==> src/design/led_matrix_scan_dimmer_unit_defines.svh <==
// Assertion macros for the LED matrix scan dimmer.
// Used by led_matrix_scan_dimmer_unit.sv; needs nothing else.
`ifndef LED_MATRIX_SCAN_DIMMER_UNIT_DEFINES_SVH
`define LED_MATRIX_SCAN_DIMMER_UNIT_DEFINES_SVH

// Same-cycle implication, disabled while in reset.
`define LMSD_ASSERT_NOW(label, clk, rst_n, ante, cons, msg) \
    label: assert property (@(posedge clk) disable iff (!rst_n) (ante) |-> (cons)) \
        else $error(msg);

// Next-cycle implication, disabled while in reset.
`define LMSD_ASSERT_NEXT(label, clk, rst_n, ante, cons, msg) \
    label: assert property (@(posedge clk) disable iff (!rst_n) (ante) |=> (cons)) \
        else $error(msg);

`endif

==> src/design/lmsd_pkg.sv <==
// Shared types and constants for the LED matrix scan dimmer.
// No dependencies.
package lmsd_pkg;

    localparam int MATRIX_SIZE = 8;
    localparam int LEVELS      = 8;
    localparam int LEVEL_W     = 4;
    localparam int IDX_W       = $clog2(MATRIX_SIZE);
    localparam int ADDR_W      = 2 * IDX_W;
    localparam int DEPTH       = MATRIX_SIZE * MATRIX_SIZE;
    localparam int COL_CNT_W   = $clog2(MATRIX_SIZE + 1);
    localparam int NUM_LEVELS  = 2 ** LEVEL_W;

    localparam int PADDR_W = 2;
    localparam logic [PADDR_W-1:0] REG_TARGET_ENABLE = 2'd0;

    localparam logic [LEVEL_W-1:0] LEVEL_OFF = LEVEL_W'(LEVELS);

    typedef enum logic [1:0] {
        OP_TICK  = 2'd0,
        OP_WRITE = 2'd1,
        OP_CLEAR = 2'd2
    } opcode_t;

    // Bit L set when level L divides phase; level 0 never lights.
    function automatic logic [NUM_LEVELS-1:0] lit_mask(input logic [LEVEL_W-1:0] phase);
        logic [NUM_LEVELS-1:0] m;
        m = '0;
        for (int l = 1; l < NUM_LEVELS; l++)
        begin
            for (int k = 1; k < NUM_LEVELS; k++)
            begin
                if (l * k == int'(phase))
                begin
                    m[l] = 1'b1;
                end
            end
        end
        return m;
    endfunction

endpackage

==> src/design/led_matrix_scan_dimmer_unit.sv <==
// Top level of the LED matrix scan dimmer: pixel level memory, scan sequencer, APB register.
// Depends on lmsd_pkg and led_matrix_scan_dimmer_unit_defines.svh.
//
// A write or clear transaction is taken in one cycle and gives no result; start may be held
// high for one per cycle. A scan tick keeps busy high after it is taken and puts its result
// on row_select_n and column_bits with done high in the cycle that busy falls; no transaction
// is taken while busy is high. The length of a scan comes from the single read port of the
// pixel memory: one column of the scanned row is fetched per cycle and checked against the
// phase in the next cycle. The receiver cannot stall; a result is valid only in its done cycle. The next
// transaction may be started in the same cycle that done is high. No clearing pass is needed
// after reset.

`include "led_matrix_scan_dimmer_unit_defines.svh"

module led_matrix_scan_dimmer_unit
(
    input  logic                               clk,
    input  logic                               rst_n,
    // command channel
    input  logic                               start,
    output logic                               busy,
    input  logic [1:0]                         opcode,
    input  logic [lmsd_pkg::IDX_W-1:0]         write_row,
    input  logic [lmsd_pkg::IDX_W-1:0]         write_col,
    input  logic [lmsd_pkg::LEVEL_W-1:0]       write_level,
    input  logic [lmsd_pkg::IDX_W-1:0]         target_x,
    input  logic [lmsd_pkg::IDX_W-1:0]         target_y,
    input  logic [lmsd_pkg::LEVEL_W-1:0]       target_level,
    // result channel
    output logic                               done,
    output logic [lmsd_pkg::MATRIX_SIZE-1:0]   row_select_n,
    output logic [lmsd_pkg::MATRIX_SIZE-1:0]   column_bits,
    // configuration
    input  logic                               psel,
    input  logic                               penable,
    input  logic                               pwrite,
    input  logic [lmsd_pkg::PADDR_W-1:0]       paddr,
    input  logic [31:0]                        pwdata,
    output logic [31:0]                        prdata,
    output logic                               pready
);

    typedef enum logic {
        S_IDLE,
        S_SCAN
    } state_t;

    localparam int LW = lmsd_pkg::LEVEL_W;
    localparam int IW = lmsd_pkg::IDX_W;
    localparam int CW = lmsd_pkg::COL_CNT_W;
    localparam int MS = lmsd_pkg::MATRIX_SIZE;

    state_t                           state_reg, state_next;
    logic [IW-1:0]                    scan_row_reg, scan_row_next;
    logic [LW-1:0]                    phase_reg, phase_next;
    logic [lmsd_pkg::NUM_LEVELS-1:0]  mask_reg, mask_next;
    logic                             tgt_row_hit_reg, tgt_row_hit_next;
    logic [IW-1:0]                    tgt_x_reg, tgt_x_next;
    logic [LW-1:0]                    tgt_level_reg, tgt_level_next;
    logic [CW-1:0]                    col_cnt_reg, col_cnt_next;
    logic                             pend_reg, pend_next;
    logic [IW-1:0]                    col_idx_reg, col_idx_next;
    logic [MS-1:0]                    cols_reg, cols_next;
    logic                             done_reg, done_next;
    logic [lmsd_pkg::DEPTH-1:0]       valid_reg, valid_next;
    logic                             target_enable_reg, target_enable_next;

    // pixel level memory
    logic [LW-1:0]                    mem [lmsd_pkg::DEPTH];
    logic [LW-1:0]                    rd_data_reg;
    logic                             rd_valid_reg;
    logic                             mem_we;
    logic [lmsd_pkg::ADDR_W-1:0]      wr_addr;
    logic                             rd_en;
    logic [lmsd_pkg::ADDR_W-1:0]      rd_addr;

    logic                             accept;
    logic                             cfg_write;
    logic [LW-1:0]                    eval_level;
    logic                             eval_lit;

    assign accept    = start && (state_reg == S_IDLE);
    assign cfg_write = psel && penable && pwrite && pready;
    assign pready    = 1'b1;
    assign prdata    = (paddr == lmsd_pkg::REG_TARGET_ENABLE) ?
                       {31'd0, target_enable_reg} : 32'd0;

    assign wr_addr = {write_row, write_col};
    assign mem_we  = accept && (opcode == lmsd_pkg::OP_WRITE);
    // displayed row is the mirror of the scan row
    assign rd_addr = {~scan_row_reg, col_cnt_reg[IW-1:0]};
    assign rd_en   = (state_reg == S_SCAN) && (col_cnt_reg < CW'(MS));

    // shared compare: pick the level of one column and test it against the phase mask
    always_comb
    begin
        if (tgt_row_hit_reg && (tgt_x_reg == col_idx_reg))
        begin
            eval_level = tgt_level_reg;
        end
        else if (rd_valid_reg)
        begin
            eval_level = rd_data_reg;
        end
        else
        begin
            eval_level = lmsd_pkg::LEVEL_OFF;
        end
        eval_lit = mask_reg[eval_level];
    end

    always_comb
    begin
        state_next         = state_reg;
        scan_row_next      = scan_row_reg;
        phase_next         = phase_reg;
        mask_next          = mask_reg;
        tgt_row_hit_next   = tgt_row_hit_reg;
        tgt_x_next         = tgt_x_reg;
        tgt_level_next     = tgt_level_reg;
        col_cnt_next       = col_cnt_reg;
        pend_next          = 1'b0;
        col_idx_next       = col_idx_reg;
        cols_next          = cols_reg;
        done_next          = 1'b0;
        valid_next         = valid_reg;
        target_enable_next = target_enable_reg;

        if (cfg_write && (paddr == lmsd_pkg::REG_TARGET_ENABLE))
        begin
            target_enable_next = pwdata[0];
        end

        case (state_reg)
            S_IDLE:
            begin
                if (accept)
                begin
                    case (opcode)
                        lmsd_pkg::OP_TICK:
                        begin
                            scan_row_next = scan_row_reg + 1'b1;
                            if (phase_reg >= LW'(lmsd_pkg::LEVELS - 1))
                            begin
                                phase_next = LW'(1);
                            end
                            else
                            begin
                                phase_next = phase_reg + 1'b1;
                            end
                            mask_next        = lmsd_pkg::lit_mask(phase_next);
                            tgt_row_hit_next = target_enable_reg &&
                                               (scan_row_next == ~target_y);
                            tgt_x_next       = target_x;
                            tgt_level_next   = target_level;
                            col_cnt_next     = '0;
                            cols_next        = '0;
                            state_next       = S_SCAN;
                        end
                        lmsd_pkg::OP_WRITE:
                        begin
                            valid_next[wr_addr] = 1'b1;
                        end
                        lmsd_pkg::OP_CLEAR:
                        begin
                            valid_next = '0;
                        end
                        default:
                        begin
                        end
                    endcase
                end
            end
            S_SCAN:
            begin
                if (rd_en)
                begin
                    pend_next    = 1'b1;
                    col_idx_next = col_cnt_reg[IW-1:0];
                    col_cnt_next = col_cnt_reg + 1'b1;
                end
                if (pend_reg)
                begin
                    // column 0 is shifted in first and ends at the top bit
                    cols_next = {cols_reg[MS-2:0], eval_lit};
                    if (col_idx_reg == IW'(MS - 1))
                    begin
                        done_next  = 1'b1;
                        state_next = S_IDLE;
                    end
                end
            end
            default:
            begin
                state_next = S_IDLE;
            end
        endcase
    end

    always_ff @(posedge clk or negedge rst_n)
    begin
        if (!rst_n)
        begin
            state_reg         <= S_IDLE;
            scan_row_reg      <= '0;
            phase_reg         <= '0;
            mask_reg          <= '0;
            tgt_row_hit_reg   <= 1'b0;
            tgt_x_reg         <= '0;
            tgt_level_reg     <= '0;
            col_cnt_reg       <= '0;
            pend_reg          <= 1'b0;
            col_idx_reg       <= '0;
            cols_reg          <= '0;
            done_reg          <= 1'b0;
            valid_reg         <= '0;
            target_enable_reg <= 1'b0;
        end
        else
        begin
            state_reg         <= state_next;
            scan_row_reg      <= scan_row_next;
            phase_reg         <= phase_next;
            mask_reg          <= mask_next;
            tgt_row_hit_reg   <= tgt_row_hit_next;
            tgt_x_reg         <= tgt_x_next;
            tgt_level_reg     <= tgt_level_next;
            col_cnt_reg       <= col_cnt_next;
            pend_reg          <= pend_next;
            col_idx_reg       <= col_idx_next;
            cols_reg          <= cols_next;
            done_reg          <= done_next;
            valid_reg         <= valid_next;
            target_enable_reg <= target_enable_next;
        end
    end

    always_ff @(posedge clk)
    begin
        if (mem_we)
        begin
            mem[wr_addr] <= write_level;
        end
        if (rd_en)
        begin
            rd_data_reg  <= mem[rd_addr];
            rd_valid_reg <= valid_reg[rd_addr];
        end
    end

    assign busy         = (state_reg != S_IDLE);
    assign done         = done_reg;
    assign column_bits  = cols_reg;
    assign row_select_n = ~(MS'(1) << scan_row_reg);

    `LMSD_ASSERT_NOW(a_done_when_idle, clk, rst_n, done, !busy, "result strobe while scanning")
    `LMSD_ASSERT_NEXT(a_tick_busy, clk, rst_n, start && !busy && (opcode == lmsd_pkg::OP_TICK), busy, "tick did not start a scan")
    `LMSD_ASSERT_NOW(a_row_onecold, clk, rst_n, done, $onehot(~row_select_n), "row select not one-cold")
    `LMSD_ASSERT_NEXT(a_clear_all, clk, rst_n, start && !busy && (opcode == lmsd_pkg::OP_CLEAR), valid_reg == '0, "clear left pixels valid")

endmodule

==> config.mk <==
export PLATFORM = sky130hd
export DESIGN_NAME = led_matrix_scan_dimmer_unit
export DESIGN_NICKNAME = d
export VERILOG_FILES = /design/src/design/lmsd_pkg.sv /design/src/design/led_matrix_scan_dimmer_unit.sv
export VERILOG_INCLUDE_DIRS = /design/src /design/src/design
export SDC_FILE = /design/constraint.sdc
export NUM_CORES = 1
export LEC_CHECK = 0
export BUFFER_PORTS_ARGS = -buffer_cell sky130_fd_sc_hd__buf_2
export CORE_UTILIZATION = 40
export DETAILED_ROUTE_END_ITERATION = 16
export PLACE_DENSITY = 0.62
export SLEW_MARGIN = 40
export SYNTH_ARGS = -nofsm -noshare
export SYNTH_HDL_FRONTEND = slang
export SYNTH_SLANG_ARGS = --single-unit
==> constraint.sdc <==
create_clock -name clk -period 2.81 [get_ports clk]
set_input_delay 0 -clock clk [delete_from_list [all_inputs] [get_ports clk]]
set_output_delay 0 -clock clk [all_outputs]
set_load 0.005 [all_outputs]
== Word-level counts from Yosys, hierarchy flattened ==
Memories as Yosys holds them, arrays and structs flattened. A register that Yosys moved wholly into a read port is not among the register bits.
Cells that the tools add are included.
Storage, ports and cells
  logic and storage cells: 151
  register bits: 114
  memory bits (writable): 256
  memories: 1
Memories
  mem: depth 64, bits a word 4, rd ports 1, clocked after memory_dff 1, write ports 1, RTL line led_matrix_scan_dimmer_unit.sv:69  | logic [LW-1:0] mem [lmsd_pkg::DEPTH];
Cells by class
  shifts and indexed selects: 1
  add/subtract/negate cells: 3
  bitwise gates (word level): 5
  reduce and logical (&&, ||, !) cells: 17
  order comparisons: 6
  eq/ne operators: 24
  muxes and demuxes: 79
Operator list (number)
  one-hot mux 64 bit (2 select lines): 1
  OR 64 bit: 1
  2-to-1 mux 1 bit: 60
  2-to-1 mux 4 bit: 9
  == test 4 bit, first input constant: 8
  2-to-1 mux 8 bit: 3
  == test 3 x 4 -> 1 bit, first input constant: 4
  one-hot mux 8 bit (2 select lines): 1
  < comparator 6 x 7 -> 1 bit, second input constant: 2
  AND reduction 3 bit: 4
  logical AND 1 bit: 9
  adder 4 x 1 -> 4 bit, second input constant: 2
  == test 2 x 4 -> 1 bit, first input constant: 2
  NOT 8 bit: 1
  one-hot mux 4 bit (2 select lines): 1
  << shifter 1 x 3 -> 8 bit, first input constant: 1
  binary-select mux 1 bit (select 6 bit): 1
  demux 1 bit (select 6 bit): 1
  == test 3 bit: 2
  >= comparator 6 x 1 -> 1 bit, second input constant: 1
  inequality test 2 x 1 -> 1 bit, second input constant: 3
  NOT 3 bit: 2
  < comparator 4 x 5 -> 1 bit, second input constant: 1
  binary-select mux 1 bit (select 4 bit): 1
  other kinds (13): 14

== Logic depth before layout (Yosys ltp) ==
  word-level depth: 21
  gate-level depth with buffers: 7
  depth with buffers taken out: 6

== Worst setup path before layout ==
No wires, ideal clock.
  kind: reg2reg
  start: register col_cnt_reg[1]
  end: register rd_data_reg[0], read port of mem, data pin
  cell stages (with the launch flop): 7
  slack: 512 ps
  period minus slack after synthesis: 2298 ps
  arrival: 2036 ps
  cells stage by stage: dfrtp_1 -> clkbuf_1 -> clkbuf_1 -> mux4_2 -> mux4_2 -> a22oi_1 -> nand3_1
Between the ends
  cells in the longest elaborated chain, start to end: 2
Ends and longest elaborated chain
  start: declaration: RTL line led_matrix_scan_dimmer_unit.sv:60  | logic [CW-1:0] col_cnt_reg, col_cnt_next;
  start signal: assignment: RTL line led_matrix_scan_dimmer_unit.sv:228  | col_cnt_reg <= col_cnt_next;
  < comparator 4 bit: RTL line led_matrix_scan_dimmer_unit.sv:92  | assign rd_en = (state_reg == S_SCAN) && (col_cnt_reg < CW'(MS));
  logical AND 1 bit: RTL line led_matrix_scan_dimmer_unit.sv:92
  end: declaration: RTL line led_matrix_scan_dimmer_unit.sv:70  | logic [LW-1:0] rd_data_reg;
Parallel ways exist; a longest one is shown, timed or not.
A chain may end at the register's enable or synchronous reset.

== Final worst setup path ==
  start: register col_cnt_reg[0]
  end: register rd_valid_reg, data pin
Between the ends
  cells in the longest elaborated chain, start to end: 2
Ends and longest elaborated chain
  binary-select mux 1 bit (select 6 bit): RTL line led_matrix_scan_dimmer_unit.sv:247  | rd_valid_reg <= valid_reg[rd_addr];
  2-to-1 mux 1 bit (implied by the code): RTL line led_matrix_scan_dimmer_unit.sv:247
  end signal: assignment: RTL line led_matrix_scan_dimmer_unit.sv:247
  end: declaration: RTL line led_matrix_scan_dimmer_unit.sv:71  | logic rd_valid_reg;
Every way passes these cells. The select of a mux whose other input is x is not followed.

==> metrics.md <==
| Metric | Value |
|---|---|
| I/O pin count | 113 |
| Switch share | 20.2% |
| Vias | approximately 9000 |
| CP peak stage delay | slightly below 0.6 ns |
| Clock sink total | around 370 |
| PwrDens | 630 mW/mm2 |
| Setup violators final | 0 |
| CP bufs+invs | 2 |
| Area grow syn2layout | 15.2% |
| Initial antenna violation count | 0 |
| GPL Wtd Cong | 0.816 |
| Sequential-to-total area share from yosys stat | 67.4% |
| Pre-antenna DRT Iters | 5 |
| Crit. End Element | flop |
| Share of cells above drive strength 1 | 22.2% |
| Slew Limit Fails | 0 |
| Top cell by count, worst path | mux4_2 |
| Switching pwr | 0.00232 W |
| Critical path origin | col_cnt_reg[0]$_DFFE_PN0P_ |
| Main flop type after synthesis | edfxtp_1 |
| Ys async rst share | between 30% and 40% |
| CP max stage cell | dfrtp_4 |
| Port bufs | 49 |
| Final Routed Wirelength | 34.9 mm |
| Worst-Margin Slew | 0.722 ns |
| Die area | just over 0.04 mm2 |
| Worst path required time | 3.10 ns |
| Worst R2R Start | col_cnt_reg[0]$_DFFE_PN0P_ |
| Starting Density | about two fifths |
| Critical path startpoint category | flop |
| Internal power | 0.00916 W |
| CP Cell Sequence | buf_12 > buf_4 > mux4_2 > mux4_2 > a22oi_1 > nand3_1 |
| Crit path DAT | approximately 2.8 ns |
| Flop pwr share | about half |
| Crit Path Max Fanout | 15 |
| Routed wire per std cell | 20.9 um |
| PostCTS Resize Cnt | 0 |
| DP Area | 0.0168 mm2 |
| First-pass GRT wire length | around 54 mm |
| Final Hold Fails | 0 |
| H-tree depth | 2 |
| Design Power | 0.0115 W |
| Util after Layout | between 40 and 50% |
| CTS Buffer Depth | 3 |
| Worst Hold Class | in2async |
| Remaining DRCs | 0 |
| Clock Power Share | 45.5% |
| LEAKAGE | just under 7 nW |
| GRT Total Usage | 17.6% |
| Unrepaired setup endpoints after global routing | no |
| Clock insertion delay at the later pin of the skew report | 0.53 ns |
| Fin crit share | 89.3% |
| Core area | 0.0388 mm2 |
| Die H | about 200 um |
| Status | finished, final reports clean |
| CTS Root Cell | clkbuf_16 |
| Fmax achieved | between 300 and 400 MHz |
| Nets@finish | approximately 1200 |
| Logic pwr share | 2.7% |
| Top-count cell post-synth | edfxtp_1 |
| Area leader, netlist | edfxtp_1 |
| Largest net degree at the start of global routing | 65 |
| Drt via density | 5.37 |
| Vias in the first global route | 8986 |
| Die W | 201 um |
| Synth Register Bits | approximately 370 |
| Commonest cells in the netlist | 261 x edfxtp_1, 147 x nor2_1, 113 x dfrtp_1 |
| Worst Skew | 0.0187 ns |
| Min Tclk post-route | 2.51 ns |
| Overflow after GRT | 0 |
| Top delay family on crit path | multiplexers |
| Worst-path clk slew | 0.07 ns |
| Largest register FFs | 256 |
| Avg Cell Area, Syn | 15.2 um2 |
| CP Class | reg2reg |
| DR iter-0 viols | about 730 |
| Synth Warn # | 0 |
| Most area-consuming cells after synthesis | edfxtp_1 50%, dfrtp_1 18%, mux4_2 14% |
| Synth top area share | between 40% and 50% |
| Total CTS buffers | 38 |
| Post-synth EDFFs | around 260 |
| Site Rows | 72 |
| Number of diodes | 0 |
| Final Cell Area | 0.0182 mm2 |
| Synthesized area | 0.0158 mm2 |
| Post-DP HPWL | 22.1 mm |
| Syn Inst Count | 1043 |
| Peak VDD IR | 0.389 mV |
| TritonCTS clock tree | yes |
| Max-slew headroom | between 50% and 60% |
| Residual antenna-violating net count after detailed routing | 0 |
| Final setup TNS | 0 ns |
| Max Cap Violations | 0 |
| Yosys cell types | 46 |
[power groups by stage]
stage	Clock (W)	Sequential, W	Combinational [W]
after floorplan	0	0.00605	0.000156
after global placement	0	0.00607	0.000287
after detailed placement	0	0.00606	0.000295
after CTS	0.00533	0.00595	0.000312
after global routing	0.00553	0.00595	0.000341
final	0.00522	0.00595	0.000310
[path summary, 6_finish.rpt]
| path | end | depth (start not counted) | slack (ns) |
|---|---|---|---|
| max | rd_valid_reg$_DFFE_PP_ | 6 | 0.30 |
| min | column_bits[7]$_DFFE_PN0P_ | 2 | 0.04 |
| max reg2reg | rd_valid_reg$_DFFE_PP_ | 6 | 0.30 |
| min reg2reg | mask_reg[5]$_DFFE_PN0P_ | 2 | 0.48 |
| max in group asynchronous | valid_reg[21]$_DFFE_PN0P_ | 3 | 2.11 |
| min in group clk | mem[30][2]$_DFFE_PP_ | 1 | 0.04 |
[worst reg2reg max path: stages, from the launching register on]
cell     delay [ns]
dfrtp_4        0.59
buf_12         0.24
buf_4          0.21
mux4_2         0.50
mux4_2         0.48
a22oi_1        0.16
nand3_1        0.09
[metal layers]
layer	wire length [um]	track usage (%)	share of wire, %	up-vias
li1	-	-	-	4004
met1	16200	26.2	46	4603
met2	16000	26.6	46	289
met3	1980	3.21	5.7	55
met4	773	4.88	2.2	0
met5	0	0	0	-
[cells by family after synthesis]
kind of cell,count (synthesis),synth area share (%)
AOI/OAI and AO/OA,117,4.15
xor gates and xnor gates,9,0.498
adders and majority gates,11,0.870
buffers and inverters,101,3.32
DFF,374,67.4
muxes,110,14.9
other,2,0.0475
and+or+nand+nor,319,8.78
[layout by cell type (no fill, tap or decap), types with 4 or more instances in the layout]
master,instances
nand3_1,18
and2_1,11
mux4_2,100
xnor2_1,6
o21ai_0,22
edfxtp_1,261
clkbuf_1,7
nand4_1,7
mux2i_1,8
a21oi_1,68
dfrtp_1,110
nand2_1,97
nand2b_1,7
ha_1,11
dlygate4sd3_1,12
nor2b_1,5
a22oi_1,7
nor3_1,4
buf_2,44
nor3b_1,4
buf_12,12
inv_1,9
clkbuf_8,7
nand3b_1,5
conb_1,32
nor2_1,147
a31oi_1,4
clkbuf_16,41
buf_4,30
[repair_timing]
item,4_1_cts,5_1_grt
endpoints found under the setup margin,0,0
hold buffers,12,0
endpoints found under the hold margin,70,0
setup buffers,0,0
[stage by stage]
stage	hold WS, ns	setup WS (ns)	cells
after detailed placement	0.156	0.287	1586
after floorplan	-0.296	0.512	1073
after global placement	0.145	0.273	1586
final	0.0389	0.299	1667
after global routing	0.0677	0.186	1667
after CTS	0.0340	0.287	1667
[final cells by class]
class                   instances  area (um2)
fillers                      3355       20600
well taps                     518         648
flip-flops and latches        374       10700
multi-input cells             598        4740
clock buffers                  55        1150
repair buffers                 99         817
clock inverters                14         159
inverters                       9        33.8
No activity file was read; power rests on OpenSTA's default activity.
